File: src/ccbv_pkg.sv
package ccbv_pkg;

	// Field widths fixed by the interface
	localparam int COORD_W    = 9;
	localparam int ORIENT_W   = 4;
	localparam int DIM_W      = 3;
	localparam int EXT_W      = 5;
	localparam int INDEX_W    = 31;
	localparam int IO_VALUE_W = 32;
	localparam int STATUS_W   = 2;
	localparam int CFG_IDX_W  = 2;
	localparam int CFG_DATA_W = 32;

	// Result status codes
	localparam logic [STATUS_W-1:0] ST_OK         = 2'd0;
	localparam logic [STATUS_W-1:0] ST_BAD_ORIENT = 2'd1;
	localparam logic [STATUS_W-1:0] ST_BAD_DIM    = 2'd2;
	localparam logic [STATUS_W-1:0] ST_RANGE      = 2'd3;

	// Request kinds
	localparam logic REQ_LOAD  = 1'b0;
	localparam logic REQ_QUERY = 1'b1;

	// Orientation codes
	localparam logic [ORIENT_W-1:0] ORI_A = 4'd0;
	localparam logic [ORIENT_W-1:0] ORI_B = 4'd1;
	localparam logic [ORIENT_W-1:0] ORI_C = 4'd2;

	// Cell dimensions
	localparam logic [DIM_W-1:0] DIM_VERTEX = 3'd0;
	localparam logic [DIM_W-1:0] DIM_EDGE   = 3'd1;
	localparam logic [DIM_W-1:0] DIM_SQUARE = 3'd2;
	localparam logic [DIM_W-1:0] DIM_CUBE   = 3'd3;

	// Configuration register indexes
	localparam logic [CFG_IDX_W-1:0] REG_BORDER = 2'd0;
	localparam logic [CFG_IDX_W-1:0] REG_EXT_X  = 2'd1;
	localparam logic [CFG_IDX_W-1:0] REG_EXT_Y  = 2'd2;
	localparam logic [CFG_IDX_W-1:0] REG_EXT_Z  = 2'd3;

	localparam logic [EXT_W-1:0] EXTENT_RESET = 5'd30;

	// Decoded cell: status and span along each axis
	typedef struct packed {
		logic [STATUS_W-1:0] status;
		logic                dx;
		logic                dy;
		logic                dz;
	} ccbv_cell_t;

	// Control of the shared compare unit
	typedef struct packed {
		logic start;
		logic preset;
		logic cmp;
	} ccbv_max_ctl_t;

endpackage

File: src/ccbv_max.sv
module ccbv_max #(
	parameter int WIDTH = 32
) (
	input  logic                    clk,
	input  logic                    arst_n,
	input  ccbv_pkg::ccbv_max_ctl_t ctl,
	input  logic signed [WIDTH-1:0] preset_value,
	input  logic signed [WIDTH-1:0] sample,
	output logic signed [WIDTH-1:0] best
);
	import ccbv_pkg::*;

	logic                    first_q;
	logic signed [WIDTH-1:0] best_q;

	always_ff @(posedge clk or negedge arst_n) begin
		if (!arst_n) begin
			first_q <= 1'b0;
		end else if (ctl.preset) begin
			first_q <= 1'b0;
		end else if (ctl.start) begin
			first_q <= 1'b1;
		end else if (ctl.cmp) begin
			first_q <= 1'b0;
		end
	end

	// Take the first sample unconditionally, then keep the signed maximum
	always_ff @(posedge clk) begin
		if (ctl.preset) begin
			best_q <= preset_value;
		end else if (ctl.cmp && (first_q || sample > best_q)) begin
			best_q <= sample;
		end
	end

	assign best = best_q;

endmodule

File: config.mk
export PLATFORM = sky130hd
export DESIGN_NAME = ccbv_max
export DESIGN_NICKNAME = d
export VERILOG_FILES = /design/src/ccbv_pkg.sv /design/src/ccbv_max.sv
export SDC_FILE = /design/constraint.sdc
export NUM_CORES = 1
export LEC_CHECK = 0
export BUFFER_PORTS_ARGS = -buffer_cell sky130_fd_sc_hd__buf_2
export CORE_MARGIN = 5
export CORE_UTILIZATION = 49
export CTS_BUF_LIST = sky130_fd_sc_hd__clkbuf_4 sky130_fd_sc_hd__clkbuf_8
export CTS_CLUSTER_SIZE = 10
export DETAILED_ROUTE_END_ITERATION = 16
export PLACE_DENSITY = 0.89
export SLEW_MARGIN = 30
export SYNTH_ARGS = -nofsm -noshare
export SYNTH_HDL_FRONTEND = slang
export SYNTH_SLANG_ARGS = --single-unit
File: constraint.sdc
create_clock -name clk -period 3.2 [get_ports clk]
set_clock_uncertainty 0.05 [all_clocks]
set_input_delay 0.16 -clock clk [delete_from_list [all_inputs] [get_ports clk]]
set_output_delay 0.16 -clock clk [all_outputs]
set_load 0.05 [all_outputs]
Yosys cells after proc, flatten, opt, wreduce, memory -nomap -nowiden
Cells that the tools add are included.
- $add $sub $neg: 0
- $mul: 0
- div/mod/pow operators: 0
- magnitude comparators: 1
- eq/ne operators: 0
- shift operators: 0
- multiplexer cells: 5
- bitwise operators: 0
- reduce and logical (&&, ||, !) cells: 4
- operator list (cell ; count):
    $mux W32 ; 2
    $gt A32 B32 Y1 ; 1
    $mux W1 ; 3
    $reduce_bool A3 Y1 ; 1
    $reduce_bool A2 Y1 ; 1
    $logic_and A1 B1 Y1 ; 1
    $logic_or A1 B1 Y1 ; 1
- flip-flop bits (word level): 33
- bits in latches: 0
- bits in writable memories: 0
- memory bits (read-only): 0
- input bits: 69
- output and inout port bits: 32
- word-level logic and storage cells: 12
- memories: 0

Depth between registers and ports, before layout
Gate-level depths: netlist of run 1.
- depth in word-level cells: 5
- depth in mapped cells: 8
- depth with buffers taken out: 8

Worst setup path before layout of run 1
No wires, ideal clock.
- kind: flip-flop to flip-flop
- start: register best_q[23] (netlist: best[23])
- end: register best_q[0] (netlist: best[0]) (enable)
- library setup time: 0.389 ns
- arrival: 2.726 ns
- required time: 2.761 ns
- path slack: 0.034 ns
- cell stages (with the launch flop): 9
- path buffers: 0
- period minus slack after synthesis: 3.166 ns
- cell sequence: edfxtp_1 > inv_1 > ha_1 > a21oi_2 > o21ai_1 > a221o_1 > a211o_1 > o22a_1 > nand2_1
- longest elaborated chain between the ends: 4
- RTL lines (element ; line ; RTL):
    start: declaration ; ccbv_max.sv:14 ; logic signed [WIDTH-1:0] best_q;
    start signal: assignment ; ccbv_max.sv:31 ; best_q <= preset_value;
    start signal: assignment ; ccbv_max.sv:33 ; best_q <= sample;
    $gt A32 B32 Y1 ; ccbv_max.sv:32 ; end else if (ctl.cmp && (first_q || sample > best_q)) begin
    $logic_or A1 B1 Y1 ; ccbv_max.sv:32 ;
    $logic_and A1 B1 Y1 ; ccbv_max.sv:32 ;
    $reduce_bool A2 Y1 (no source line) ; - ;
Every way passes these cells.
A chain may end at the register's enable or synchronous reset.

Worst setup path after layout of run 1
- start: register best_q[23] (netlist: best[23])
- end: register best_q[17] (netlist: best[17]) (enable)
Same word-level chain as after synthesis.

==> results.json, run 1 <==
{
  "antenna_cells": 0,
  "status": "complete, no violations",
  "tightest_slew_ns": 0.762,
  "final-hold-violation-count": 0,
  "die_h_um": 77.2,
  "arrival_ns": 2.49,
  "max_freq_ghz": 0.387,
  "clockBufferDepth": 2,
  "finalMaxSlewViolations": 0,
  "synth-edff-count": 32,
  "ioPinCount": 101,
  "ir_worst_vdd_mv": 0.327,
  "post_cts_buffers": 0,
  "buffer_ports.inserted": 100,
  "synth-seq-cells": 33,
  "crit_path_max_fanout": 23,
  "grtUsageTotal": 0.174,
  "cts_buffers": 5,
  "rsz0062_at_grt": "false",
  "viasPerCell": 5.17,
  "hpwl_mm": 4.22,
  "gp_congestion": 0.819,
  "cts_tree": "done",
  "total_leakage_power_uw": 0.00146,
  "setup_tns_ns": 0,
  "finalWirelength_mm": 5.03,
  "fp.dieArea_um2": 5970,
  "clock-sinks": 33,
  "pwr_density_cell_nw_per_um2": 501,
  "avgSynthCellArea_um2": 11.6,
  "drc": 0,
  "ctsHoldBuffers": 1,
  "dr.pass1.iters": 4,
  "start_kind": "register",
  "period_minus_slack_ns": 2.59,
  "async_flop_share": 0.0303,
  "htree_levels": 2,
  "drtIter0Drc": 46,
  "vias": 1810,
  "netlist_area_um2": 2220,
  "start_util": 0.505,
  "routedWlPerCell_um": 14.4,
  "synth_cells": 191,
  "cts_resized": 0,
  "hold_path_class": "primary input to register",
  "grt_pass1_vias": 1898,
  "ys.flop_type": "edfxtp_1",
  "drv_cap": 0,
  "cts-root-buf": "clkbuf_8",
  "power.total_uw": 1450,
  "synth-warning-count": 0,
  "antenna_left": 0,
  "syn_nets": 292,
  "areaGrowthSynthToFinish_pct": 30.8,
  "path_clk_slew_ns": 0.07,
  "core_area_um2": 4380,
  "end_kind": "register",
  "grt_overflow": 0,
  "synthDistinctLibCells": 30,
  "period_share": 0.808,
  "setup_viol": 0,
  "critPathKind": "register to register",
  "drive_above_1_share": 0.480,
  "synth-seq-area-share": 0.445,
  "grt_antenna_before_repair": 0,
  "cp.required_ns": 3.10,
  "rows": 24,
  "grt_pass1_wl_mm": 8.45,
  "nNetsFinal": 398,
  "dieWidth_um": 77.2,
  "relSlewSlack": 0.492,
  "grt_max_degree": 36,
  "clkLatencyLatePin_ns": 0.28
}
## layer usage
layer | up-vias | track usage | part of all wire
li1 | 917 | - | -
met1 | 811 | 0.199 | 0.39
met2 | 74 | 0.303 | 0.50
met3 | 8 | 0.0574 | 0.10
met4 | 0 | 0.0567 | 0.012
met5 | - | 0 | 0
## flip-flops by register name, indices dropped and copies added, names as in the netlist
register and count:
first_q 1, best 32
## power by group
| part | internal (µW) | switching, µW |
|---|---|---|
| Clock | 238 | 148 |
| Sequential | 541 | 23.4 |
| Combinational | 168 | 335 |
## worst max-delay path, stage by stage, from the launching register on
cell and delay (ns):
edfxtp_1 0.39, inv_1 0.09, ha_1 0.27, a21oi_2 0.15, o21ai_1 0.07, a221o_1 0.34
a211o_1 0.29, o22a_1 0.21, nand2_1 0.07, buf_4 0.30
## Yosys cell counts (all sizes together) (2+ instances only)
library cell,count,area share
a221o,2,0.0090
ha,32,0.18
o21ai,4,0.011
a21oi,14,0.033
a21o,3,0.010
inv,33,0.056
mux2,31,0.16
nor2,4,0.0068
buf,3,0.0062
a31oi,2,0.0056
nand3,4,0.0090
nand2,8,0.014
edfxtp,32,0.43
nand4,8,0.025
## worst paths after layout
check,start,to,slack (ns),depth (start not counted)
min reg2reg,first_q$_DFFE_PN0P_,first_q$_DFFE_PN0P_,0.47,2
min in group asynchronous,arst_n,first_q$_DFFE_PN0P_,0.13,2
max,best[23]$_DFFE_PP_,best[17]$_DFFE_PP_,0.61,9
max reg2reg,best[23]$_DFFE_PP_,best[17]$_DFFE_PP_,0.61,9
max in group asynchronous,arst_n,first_q$_DFFE_PN0P_,2.88,2
min,ctl[2],first_q$_DFFE_PN0P_,0.05,3
## through the flow
stage | hold WS (ns) | util | setup slack [ns] | std cells | cell area (µm²)
after floorplan | -0.186 | - | 0.0343 | 191 | 2220
after global placement | -0.108 | 0.634 | 0.762 | 341 | 2780
after detailed placement | -0.109 | 0.634 | 0.621 | 341 | 2780
after CTS | 0.0465 | 0.661 | 0.609 | 350 | 2900
after global routing | 0.0769 | 0.661 | 0.487 | 350 | 2900
final | 0.0456 | 0.661 | 0.614 | 350 | 2900
## logic make-up (layout without fill, tap and decap cells)
kind of cell / count (synthesis) / after routing / share of synthesized area
buffers and inverters: 37 / 144 / 0.0638
adder cells (fa/ha/maj): 32 / 32 / 0.181
multiplexers: 31 / 31 / 0.158
AO/OA/AOI/OAI: 30 / 30 / 0.0875
flip-flops: 33 / 33 / 0.445
AND/OR/NAND/NOR: 28 / 28 / 0.0655
## area by class of cell
cell class	instances	area, µm²
clock inverter	2	33.8
inverter	33	124
clock buffer	6	76.3
timing repair buffer	103	526
tap	52	65.1
sequential	33	986
fill	349	1490
multi-input combinational	121	1090
## placed cells by master (no fill, tap or decap)
cell type        n
bufinv_16        1
o31ai_1          1
nor3_1           1
nand2b_1         1
nand3_1          4
a31oi_1          2
nand2_1          8
inv_1           33
dfrtp_1          1
nand4_1          7
nor2b_1          1
dlygate4sd3_1    1
nor2_1           4
o21ai_0          2
nand4_2          1
clkbuf_8         5
o21ai_1          1
a2111oi_0        1
a21o_1           3
buf_4            2
a21oi_1         13
clkbuf_4         1
a211o_1          1
o21ai_2          1
o211ai_1         1
clkinv_1         1
a21oi_2          1
nor4_1           1
o22a_1           1
mux2_2          31
buf_2          100
edfxtp_1        32
a221o_1          2
ha_1            32
Power figures use the tool's default switching activity.
==> inputs of run 2 (changes only) <==
Settings changed: CORE_UTILIZATION 49 to 44, PLACE_DENSITY 0.89 to 0.85.
Clock period 3.2 ns to 2.1 ns, I/O delays scaled along.
==> results.json, run 2 (same netlist as run 1, synthesis figures left out) <==
{
  "status": "finished, violations left",
  "violations": "setup timing",
  "drc": 0,
  "gp_congestion": 0.778,
  "fin_cells": 392,
  "buffer_ports.inserted": 100,
  "start_util": 0.460,
  "layout_commonest_cell": "buf_2",
  "fp.dieArea_um2": 6560,
  "relSlewSlack": 0.717,
  "rows": 25,
  "cp.required_ns": 2.09,
  "nNetsFinal": 425,
  "grtUsageTotal": 0.190,
  "setup_viol": 32,
  "final_util": 0.694,
  "drtIter0Drc": 57,
  "finalMaxSlewViolations": 0,
  "end_kind": "register",
  "htree_levels": 2,
  "placed_cells": 369,
  "tightest_slew_ns": 0.425,
  "cts_tree": "done",
  "setup_tns_ns": -9.09,
  "setup_ws_ns": -0.291,
  "clkLatencyLatePin_ns": 0.28,
  "hpwl_mm": 4.29,
  "dp_slack_ns": -0.334,
  "final-hold-violation-count": 0,
  "cts-root-buf": "clkbuf_8",
  "crit_path_max_fanout": 8,
  "register_area_um2": 986,
  "largest_reg_flops": 32,
  "multi_input_area_um2": 1330,
  "ioPinCount": 101,
  "grt_overflow": 0,
  "ir_worst_vdd_mv": 0.488,
  "power.total_uw": 2360,
  "rsz0062_at_grt": "true",
  "period_minus_slack_ns": 2.39,
  "grt_pass1_wl_mm": 9.40,
  "die_h_um": 81.0,
  "antenna_cells": 0,
  "viasPerCell": 5.01,
  "grt_max_degree": 19,
  "core_area_um2": 4820,
  "dieWidth_um": 81.0,
  "critPathKind": "register to register",
  "cts_buffers": 5,
  "vias": 1965,
  "fillers": 390,
  "finalWirelength_mm": 6.01,
  "path_clk_slew_ns": 0.07,
  "most-common-layout-cells": "buf_2 (100), edfxtp_1 (32), mux2_2 (31)",
  "max_freq_ghz": 0.418,
  "pwr_density_cell_nw_per_um2": 704,
  "antenna_left": 0,
  "clock-sinks": 33,
  "dr.pass1.iters": 4,
  "period_share": 1.14,
  "grt_pass1_vias": 2117,
  "routedWlPerCell_um": 15.3,
  "start_kind": "register",
  "arrival_ns": 2.38,
  "total_leakage_power_uw": 0.00160,
  "clockBufferDepth": 2,
  "drive_above_1_share": 0.591,
  "hold_path_class": "primary input to register",
  "grt_antenna_before_repair": 0,
  "drv_cap": 0,
  "areaGrowthSynthToFinish_pct": 50.9
}
[run 2: cell count changes in the layout (fill, tap and decap cells not counted), moves of 4 or more]
cell	previous run	this run
inv_2	0	6
nand2_8	0	4
buf_4	2	22
inv_1	33	27
ha_1	32	24
ha_4	0	8
[run 2: power breakdown]
| part | total (µW) | internal [µW] | switching (µW) | leakage (µW) |
|---|---|---|---|---|
| Combinational | 964 | 370 | 594 | 0.00121 |
| Sequential | 864 | 825 | 39.5 | 0.000335 |
| Clock | 527 | 293 | 233 | 0.0000523 |
[run 2: cell type report]
| class | count | area share |
|---|---|---|
| timing repair buffer | 127 | 0.218 |
| inverter | 33 | 0.0370 |
| clock buffer | 8 | 0.0292 |
| tap | 67 | 0.0251 |
| sequential | 33 | 0.295 |
| multi-input combinational | 124 | 0.396 |
[run 2: per-layer routing]
layer | track usage | wire length, µm | vias up
li1 | - | - | 975
met1 | 0.209 | 2340 | 907
met2 | 0.352 | 3160 | 73
met3 | 0.0532 | 421 | 10
met4 | 0.0591 | 79 | 0
met5 | 0 | 0 | -
[run 2: timing repair]
item	CTS	global route
hold buffers	1	1
buffers inserted	9	1
gates resized for setup	17	7
pin swaps	10	11
endpoints found under the setup margin	32	32
hold endpoints to repair	1	1
cloned	3	0
[run 2: metrics by stage]
stage          hold slack [ns]  cell area [µm²]
6_report                0.0654             3340
3_3_place_gp            -0.160             2960
4_1_cts                0.00204             3290
3_5_place_dp            -0.159             2960
2_1_floorplan           -0.241             2280
5_1_grt                 0.0599             3340
[run 2: final timing paths]
path	slack, ns	start	end	cells past startpoint
max in group asynchronous	1.81	arst_n	first_q$_DFFE_PN0P_	2
min reg2reg	0.50	first_q$_DFFE_PN0P_	first_q$_DFFE_PN0P_	2
min	0.07	preset_value[0]	best[0]$_DFFE_PP_	3
max reg2reg	-0.29	best[21]$_DFFE_PP_	best[3]$_DFFE_PP_	10
max	-0.29	best[21]$_DFFE_PP_	best[3]$_DFFE_PP_	10
min in group asynchronous	0.09	arst_n	first_q$_DFFE_PN0P_	2
[run 2: worst max-delay path, cell delays in order (launching register included)]
cell      delay [ns]
edfxtp_1        0.40
inv_2           0.08
ha_4            0.20
a21oi_2         0.13
o21ai_1         0.09
a221o_1         0.36
a211o_1         0.25
buf_6           0.13
a31oi_4         0.21
buf_12          0.17
nand2_8         0.08
