[config.mk]
export PLATFORM = sky130hd
export DESIGN_NAME = ccbv_decode
export DESIGN_NICKNAME = d
export VERILOG_FILES = /design/src/ccbv_pkg.sv /design/src/ccbv_decode.sv
export SDC_FILE = /design/constraint.sdc
export NUM_CORES = 1
export LEC_CHECK = 0
export BUFFER_PORTS_ARGS = -buffer_cell sky130_fd_sc_hd__buf_2
export CORE_AREA = 2 2 39 41
export DETAILED_ROUTE_END_ITERATION = 8
export DIE_AREA = 0 0 41 43
export PLACE_DENSITY = 0.66
export SLEW_MARGIN = 20
export SYNTH_ARGS = -nofsm -noshare
export SYNTH_HDL_FRONTEND = slang
export SYNTH_SLANG_ARGS = --single-unit
[constraint.sdc]
create_clock -name vclk -period 1.7
set_clock_uncertainty 0.05 [all_clocks]
set_input_delay 0.17 -clock vclk [all_inputs]
set_output_delay 0.17 -clock vclk [all_outputs]
set_load 0.005 [all_outputs]
[src/ccbv_pkg.sv]
package ccbv_pkg;

	// Field widths fixed by the interface
	localparam int COORD_W    = 9;
	localparam int ORIENT_W   = 4;
	localparam int DIM_W      = 3;
	localparam int EXT_W      = 5;
	localparam int INDEX_W    = 31;
	localparam int IO_VALUE_W = 32;
	localparam int STATUS_W   = 2;
	localparam int CFG_IDX_W  = 2;
	localparam int CFG_DATA_W = 32;

	// Result status codes
	localparam logic [STATUS_W-1:0] ST_OK         = 2'd0;
	localparam logic [STATUS_W-1:0] ST_BAD_ORIENT = 2'd1;
	localparam logic [STATUS_W-1:0] ST_BAD_DIM    = 2'd2;
	localparam logic [STATUS_W-1:0] ST_RANGE      = 2'd3;

	// Request kinds
	localparam logic REQ_LOAD  = 1'b0;
	localparam logic REQ_QUERY = 1'b1;

	// Orientation codes
	localparam logic [ORIENT_W-1:0] ORI_A = 4'd0;
	localparam logic [ORIENT_W-1:0] ORI_B = 4'd1;
	localparam logic [ORIENT_W-1:0] ORI_C = 4'd2;

	// Cell dimensions
	localparam logic [DIM_W-1:0] DIM_VERTEX = 3'd0;
	localparam logic [DIM_W-1:0] DIM_EDGE   = 3'd1;
	localparam logic [DIM_W-1:0] DIM_SQUARE = 3'd2;
	localparam logic [DIM_W-1:0] DIM_CUBE   = 3'd3;

	// Configuration register indexes
	localparam logic [CFG_IDX_W-1:0] REG_BORDER = 2'd0;
	localparam logic [CFG_IDX_W-1:0] REG_EXT_X  = 2'd1;
	localparam logic [CFG_IDX_W-1:0] REG_EXT_Y  = 2'd2;
	localparam logic [CFG_IDX_W-1:0] REG_EXT_Z  = 2'd3;

	localparam logic [EXT_W-1:0] EXTENT_RESET = 5'd30;

	// Decoded cell: status and span along each axis
	typedef struct packed {
		logic [STATUS_W-1:0] status;
		logic                dx;
		logic                dy;
		logic                dz;
	} ccbv_cell_t;

	// Control of the shared compare unit
	typedef struct packed {
		logic start;
		logic preset;
		logic cmp;
	} ccbv_max_ctl_t;

endpackage

[src/ccbv_decode.sv]
module ccbv_decode #(
	parameter int GRID_SIDE = 32
) (
	input  logic                          req_type,
	input  logic [ccbv_pkg::COORD_W-1:0]  cx,
	input  logic [ccbv_pkg::COORD_W-1:0]  cy,
	input  logic [ccbv_pkg::COORD_W-1:0]  cz,
	input  logic [ccbv_pkg::ORIENT_W-1:0] orient,
	input  logic [ccbv_pkg::DIM_W-1:0]    dim,
	output ccbv_pkg::ccbv_cell_t          shape
);
	import ccbv_pkg::*;

	localparam int LIM_W = COORD_W + 1;
	localparam logic [LIM_W-1:0] LIMIT = LIM_W'(GRID_SIDE);

	logic [LIM_W-1:0] ex, ey, ez;

	always_comb begin
		shape = '0;
		if (req_type == REQ_QUERY) begin
			case (dim)
				DIM_VERTEX: begin
					shape.status = ST_OK;
				end
				DIM_EDGE: begin
					case (orient)
						ORI_A:   shape.dx = 1'b1;
						ORI_B:   shape.dy = 1'b1;
						ORI_C:   shape.dz = 1'b1;
						default: shape.status = ST_BAD_ORIENT;
					endcase
				end
				DIM_SQUARE: begin
					case (orient)
						ORI_A: begin
							shape.dx = 1'b1;
							shape.dy = 1'b1;
						end
						ORI_B: begin
							shape.dz = 1'b1;
							shape.dx = 1'b1;
						end
						ORI_C: begin
							shape.dy = 1'b1;
							shape.dz = 1'b1;
						end
						default: shape.status = ST_BAD_ORIENT;
					endcase
				end
				DIM_CUBE: begin
					shape.dx = 1'b1;
					shape.dy = 1'b1;
					shape.dz = 1'b1;
				end
				default: shape.status = ST_BAD_DIM;
			endcase
		end
		// far corner must stay inside the grid (spans are zero for loads)
		ex = {1'b0, cx} + LIM_W'(shape.dx);
		ey = {1'b0, cy} + LIM_W'(shape.dy);
		ez = {1'b0, cz} + LIM_W'(shape.dz);
		if (shape.status == ST_OK && (ex >= LIMIT || ey >= LIMIT || ez >= LIMIT)) begin
			shape.status = ST_RANGE;
		end
	end

endmodule

==> Word level (Yosys, flattened, before mapping) <==
Cells that the tools add are included.
{ "word_totals": {"ff_bits": 0, "output_inout_bits": 5, "word_cells": 34} }
{ "classes": {"n_eq_ne": 5, "add_sub_neg": 3, "n_lt_le_gt_ge": 3, "muxes": 11, "n_reduce_logical": 12} }
{ "op_table": {"columns": ["operator", "n"], "rows": [
  ["$add 9x1->10", 3],
  ["$ge 10x6->1 const B", 3],
  ["$reduce_or 2->1", 5],
  ["$pmux 3 s3", 1],
  ["$mux 1", 7],
  ["$eq 3x2->1 const B", 2],
  ["$mux 5", 1],
  ["$eq 4x1->1 const B", 1],
  ["$eq 4x2->1 const B", 1],
  ["$logic_not 4->1", 1],
  ["$pmux 2 s2", 1],
  ["$eq 3x1->1 const B", 1],
  ["$logic_not 3->1", 1],
  ["$reduce_or 3->1", 1],
  ["$logic_not 2->1", 1],
  ["$logic_or 1x1->1", 2],
  ["$mux 2", 1],
  ["$logic_and 1x1->1", 1]
]} }

==> Depth between registers and ports, before layout <==
Gate-level depths: netlist of the first run.
{ "logic_depth": {"ltp_word": 11, "depth_mapped": 10} }

==> Worst setup path after synthesis of the first run <==
Ideal clock, no wire load.
{ "synth_path": {"path_kind": "input to output", "startpoint": "input port orient[1] (netlist bit)", "endpoint": "output port shape[3] (netlist bit)", "stages": 10, "arrival_ps": 1532, "slack_ps": -52, "path_cell_list": "nor3_1 -> a21o_1 -> a32oi_1 -> nor2_1 -> ha_1 -> and4_1 -> a21oi_1 -> a31oi_1 -> nor4_2 -> a21boi_1"} }
{ "synth_rtl": {"columns": ["element", "line", "rtl"], "rows": [
  ["from (decl)", "ccbv_decode.sv:8", "input logic [ccbv_pkg::ORIENT_W-1:0] orient,"],
  ["to (decl)", "ccbv_decode.sv:10", "output ccbv_pkg::ccbv_cell_t shape"]
]} }

==> flow_metrics.py, run 1 <==
metrics = {
    "grt": {
        "grt.met2_usage_pct": 25.6,
        "grt_pass1_wl_um": 1610,
        "track_usage_pct": 12.1,
        "grt_overflow": 0,
        "gr-max-usage-layer": "met2",
        "grt.met3_usage_pct": 0.524,
        "grt_max_degree": 7,
        "use_met1_pct": 12.1,
        "antenna_found_initial": 0,
        "grt_pass1_vias": 473,
    },
    "pwr": {
        "p_int_mw": 0.0659,
        "p_sw_share_pct": 39.9,
        "power_mw": 0.110,
        "leakagePower_nw": 0.337,
        "irDropWorstVdd_v": 0.0000827,
        "switching_power_mw": 0.0438,
        "pwr_density_cell_nw_per_um2": 163,
        "pwr-share-clk_pct": 0,
        "pwr-share-seq_pct": 0,
        "comb_power_share_pct": 100.0,
    },
    "timing": {
        "fin_ws_ps": -278,
        "rsz0062_at_grt": "true",
        "post-route-period-util_pct": 116,
        "setup_viol": 2,
        "period_minus_slack_ps": 1980,
        "maxSlewHeadroom_pct": 82.8,
        "drv_slew": 0,
        "hold_viol": 0,
        "worstMarginPinSlew_ps": 256,
        "timing.fmax_mhz": 505,
    },
    "floorplan": {
        "core_um2": 1380,
        "dieArea_um2": 1760,
        "dieWidth_um": 41,
        "die_y_um": 43,
        "num_rows": 14,
        "io_pins": 40,
        "initial_core_util_pct": 23.5,
    },
    "finish": {
        "regArea_um2": 0,
        "fill_cells": 151,
        "clockBufferCount": 0,
        "drive_above_1_share_pct": 63.8,
        "syn2layout_area_growth_pct": 107,
        "instances_no_fill": 110,
        "diodes": 0,
        "seq_cell_count": 0,
        "nNetsFinal": 137,
    },
    "synth": {
        "ys_types": 25,
        "syn-cell-area_um2": 325,
        "synth_area_per_cell_um2": 6.92,
        "synth_top_area_share_pct": 23.1,
        "syn-num-nets": 88,
        "yosys.area.top_type": "ha_1",
        "ys_warn_count": 0,
        "synthCells": 47,
        "ys_seq_area_share_pct": 0,
        "ys_top_cells_by_area": "ha_1 23%, a21oi_1 6.2%, nand2_1 5.8%, nor2b_1 5.8%, and4_1 5.4%",
    },
    "placed_design": {
        "io_buffer_count": 40,
        "hpwl_um": 936,
        "gp_congestion": 0.749,
        "place_inst": 108,
    },
    "critical_path": {
        "cpPeakStageDelay_ps": 300,
        "cp.required_ps": 1480,
        "worstPathCellList": "buf_4 > nor2_4 > nor3b_2 > o21ai_1 > a21oi_2 > ha_2 > ha_2 > nand4b_1 > nand3_1 > nor4_2 > a21boi_1 > buf_2",
        "path_common_cell": "ha_2",
        "cp.arrival_ps": 1760,
        "crit_start": "dim[0]",
        "start_kind": "input port",
        "end_kind": "output port",
        "critPathTopFamily": "simple AND/OR/NAND/NOR gates",
        "criticalPathCategory": "in2out",
        "crit_buf_inv": 2,
        "critPathMaxFanout": 3,
        "critPathSlowestCell": "nor4_2",
    },
    "drt": {
        "vias": 525,
        "wire_per_inst_um": 9.49,
        "drt_wl_total_um": 1040,
        "detail-route-antenna-nets": 0,
        "drtIter0Drc": 6,
        "avgViaCountPerCell": 4.77,
        "route.detailed.drc": 0,
        "drtPass1Iterations": 4,
    },
    "hold_path": {
        "hold_start": "dim[2]",
        "min_to": "shape[4]",
        "min_path_type": "in2out",
        "holdPathStages": 4,
    },
    "status": {
        "violations": "setup timing",
        "status": "finished with violations",
    },
    "run": {
        "maxCapViolCount": 0,
    },
}
layout make-up:
class	count	area, um^2	area share [%]
Tap cell	16	20.0	2.97
Inverter	1	3.75	0.558
Multi-Input combinational cell	46	365	54.3
Timing Repair Buffer	47	284	42.2
synth_stat cells, drive strengths merged:
library cell  instances
a211oi                1
a21boi                1
a21o                  1
a21oi                 4
a31oi                 2
a32oi                 1
and2                  1
and3                  1
and4                  2
ha                    6
inv                   1
nand2                 5
nand2b                1
nand3                 2
nand4b                1
nor2                  4
nor2b                 3
nor3                  3
nor3b                 1
nor4                  1
o21ai                 3
or4                   1
xnor2                 1
cells in the final DEF (no fill, tap or decap), drive strengths merged, types with 2 or more instances in the layout:
| cell type | Yosys | layout |
|---|---|---|
| a21oi | 4 | 4 |
| a31oi | 2 | 2 |
| and4 | 2 | 2 |
| buf | 0 | 47 |
| ha | 6 | 6 |
| nand2 | 5 | 5 |
| nand3 | 2 | 2 |
| nor2 | 4 | 4 |
| nor2b | 3 | 3 |
| nor3 | 3 | 3 |
| o21ai | 3 | 3 |
power by group through the flow:
stage,Combinational [mW],Clock (mW),Sequential [mW]
detailed placement,0.0962,0,0
global route,0.123,0,0
floorplan,0.0310,0,0
global placement,0.0947,0,0
finish,0.110,0,0
CTS,0.108,0,0
worst min-delay path, cell delays in order:
cell and delay [ps]:
buf_2 80, nand2_1 50, o21ai_1 70, buf_2 110
timing repair:
action	in CTS	in global routing
pin swaps	16	0
gates resized for setup	17	1
endpoints found under the setup margin	2	2
hold buffers	0	0
buffers inserted	1	1
logic make-up (layout without fill, tap and decap cells):
family                   after synthesis  in the layout  synth area share (%)
AND/OR/NAND/NOR                       26             26                  48.9
AO/OA/AOI/OAI                         13             13                  24.2
adder cells (fa/ha/maj)                6              6                  23.1
XOR/XNOR                               1              1                  2.69
buffers and inverters                  1             48                  1.15
per-layer routing:
metal | vias up | share of wire [%]
li1 | 269 | -
met1 | 232 | 33
met3 | 0 | 12
met5 | - | 0
met4 | 0 | 0
met2 | 24 | 55
worst max-delay path by stage:
stage               end  cells past startpoint
6_report       shape[3]                     12
5_1_grt        shape[3]                     11
4_1_cts        shape[3]                     11
3_5_place_dp   shape[3]                     11
3_3_place_gp   shape[3]                     11
2_1_floorplan  shape[3]                     10
metrics by stage:
stage	utilization [%]	setup WS, ps	TNS (ps)	hold WS (ps)	area, um^2
final	48.6	-278	-539	606	673
after global routing	48.6	-434	-851	661	673
after CTS	47.8	-260	-502	608	662
after detailed placement	43.6	-340	-663	611	603
after global placement	43.6	-327	-642	606	603
after floorplan	-	0.183	0	400	345
Note: power is estimated with default switching activity, not from simulation.
==> run 2, diff against run 1 <==
Settings changed: PLACE_DENSITY 0.66 to 0.63, RECOVER_POWER from default to 100.
Clock period 1.7 ns to 2.4 ns, I/O delays scaled along.
==> run 2 against run 1 <==
Effect of this change:
- the run now ends clean
- design area fell by 17%
- wire length fell by 14%
- setup slack improved by 440 ps
- total power fell by 45%
- flip-flop and latch count did not move
- via count fell by 5.5%
==> flow_metrics.py, run 2 (synthesis results as in run 1) <==
metrics = {
    "grt": {
        "grt_max_degree": 7,
        "grt_pass1_vias": 398,
        "grt_pass1_wl_um": 1320,
        "track_usage_pct": 9.59,
        "grt_overflow": 0,
        "antenna_found_initial": 0,
    },
    "timing": {
        "drv_slew": 0,
        "hold_viol": 0,
        "period_minus_slack_ps": 2240,
        "worstMarginPinSlew_ps": 279,
        "post-route-period-util_pct": 93.2,
        "rsz0062_at_grt": "false",
        "setup_viol": 0,
        "timing.fmax_mhz": 447,
        "maxSlewHeadroom_pct": 81.2,
        "whs_ps": 734,
        "setup_tns_ps": 0,
    },
    "finish": {
        "syn2layout_area_growth_pct": 72.3,
        "instances_no_fill": 104,
        "regArea_um2": 0,
        "fill_cells": 158,
        "most-common-layout-cells": "38 x buf_2, 6 x ha_1, 5 x nand2_1, 4 x nor2_1",
        "diodes": 0,
        "nNetsFinal": 131,
        "clockBufferCount": 0,
        "seq_cell_count": 0,
        "multi_input_area_um2": 330,
        "drive_above_1_share_pct": 51.1,
        "mostFrequentLayoutCell": "buf_2",
        "fin_area_um2": 561,
    },
    "pwr": {
        "leakagePower_nw": 0.297,
        "pwr_density_cell_nw_per_um2": 108,
        "irDropWorstVdd_v": 0.0000464,
        "power_mw": 0.0607,
    },
    "floorplan": {
        "core_um2": 1380,
        "initial_core_util_pct": 23.5,
        "num_rows": 14,
        "die_y_um": 43,
        "dieArea_um2": 1760,
        "dieWidth_um": 41,
        "io_pins": 40,
    },
    "placed_design": {
        "gp_congestion": 0.687,
        "hpwl_um": 813,
        "io_buffer_count": 40,
        "dpl-instance-area_um2": 546,
        "place_inst": 103,
    },
    "critical_path": {
        "start_kind": "input port",
        "critPathTopFamily": "simple AND/OR/NAND/NOR gates",
        "cp.required_ps": 2110,
        "path_common_cell": "buf_2",
        "crit_buf_inv": 2,
        "critPathSlowestCell": "nor4_2",
        "worstPathCellList": "buf_2 > nor3_2 > a21o_1 > a32oi_1 > nor2_1 > ha_1 > and4_1 > a31oi_1 > nor4_2 > a21boi_1 > buf_2",
        "cp.arrival_ps": 1950,
        "cpPeakStageDelay_ps": 320,
        "critPathMaxFanout": 4,
        "end_kind": "output port",
        "criticalPathCategory": "in2out",
    },
    "drt": {
        "detail-route-antenna-nets": 0,
        "wire_per_inst_um": 8.65,
        "route.detailed.drc": 0,
        "drtIter0Drc": 0,
        "avgViaCountPerCell": 4.77,
        "drtPass1Iterations": 1,
        "drt_wl_total_um": 900,
        "vias": 496,
    },
    "hold_path": {
        "min_path_type": "in2out",
    },
    "status": {
        "status": "complete, no violations",
    },
    "run": {
        "maxCapViolCount": 0,
    },
}
run 2: per-stage QoR:
stage	worst slack, ps	utilization [%]
floorplan	508	-
global placement	161	39.4
detailed placement	156	39.4
CTS	153	39.4
global route	0.381	40.5
finish	162	40.5
run 2: cell type report:
class,instances,share of cell area (%)
timing repair buffer,41,36.8
multi-input combinational,46,58.9
tap,16,3.57
inverter,1,0.670
run 2: layer usage:
layer | share of wire (%) | track usage (%) | vias up
li1 | - | - | 258
met1 | 38 | 12.7 | 220
met2 | 55 | 17.5 | 18
met3 | 7.4 | 0 | 0
met4 | 0 | 0 | 0
met5 | 0 | 0 | -
run 2: repair_timing:
item	CTS	global route
hold endpoints to repair	0	0
gates resized for setup	0	2
hold buffers	0	0
setup buffers	0	1
endpoints found under the setup margin	0	2
run 2: path summary, 6_finish.rpt:
kind                   end  cells past startpoint  slack (ps)       from
setup / recovery  shape[3]                     11         160  orient[1]
hold / removal    shape[4]                      4         730     dim[2]
run 2: where the power goes:
group	leakage, nW	total [mW]	switching, mW	internal (mW)
clock network	0	0	0	0
registers	0	0	0	0
logic	0.297	0.0607	0.0267	0.0341
total	0.297	0.0607	0.0267	0.0341
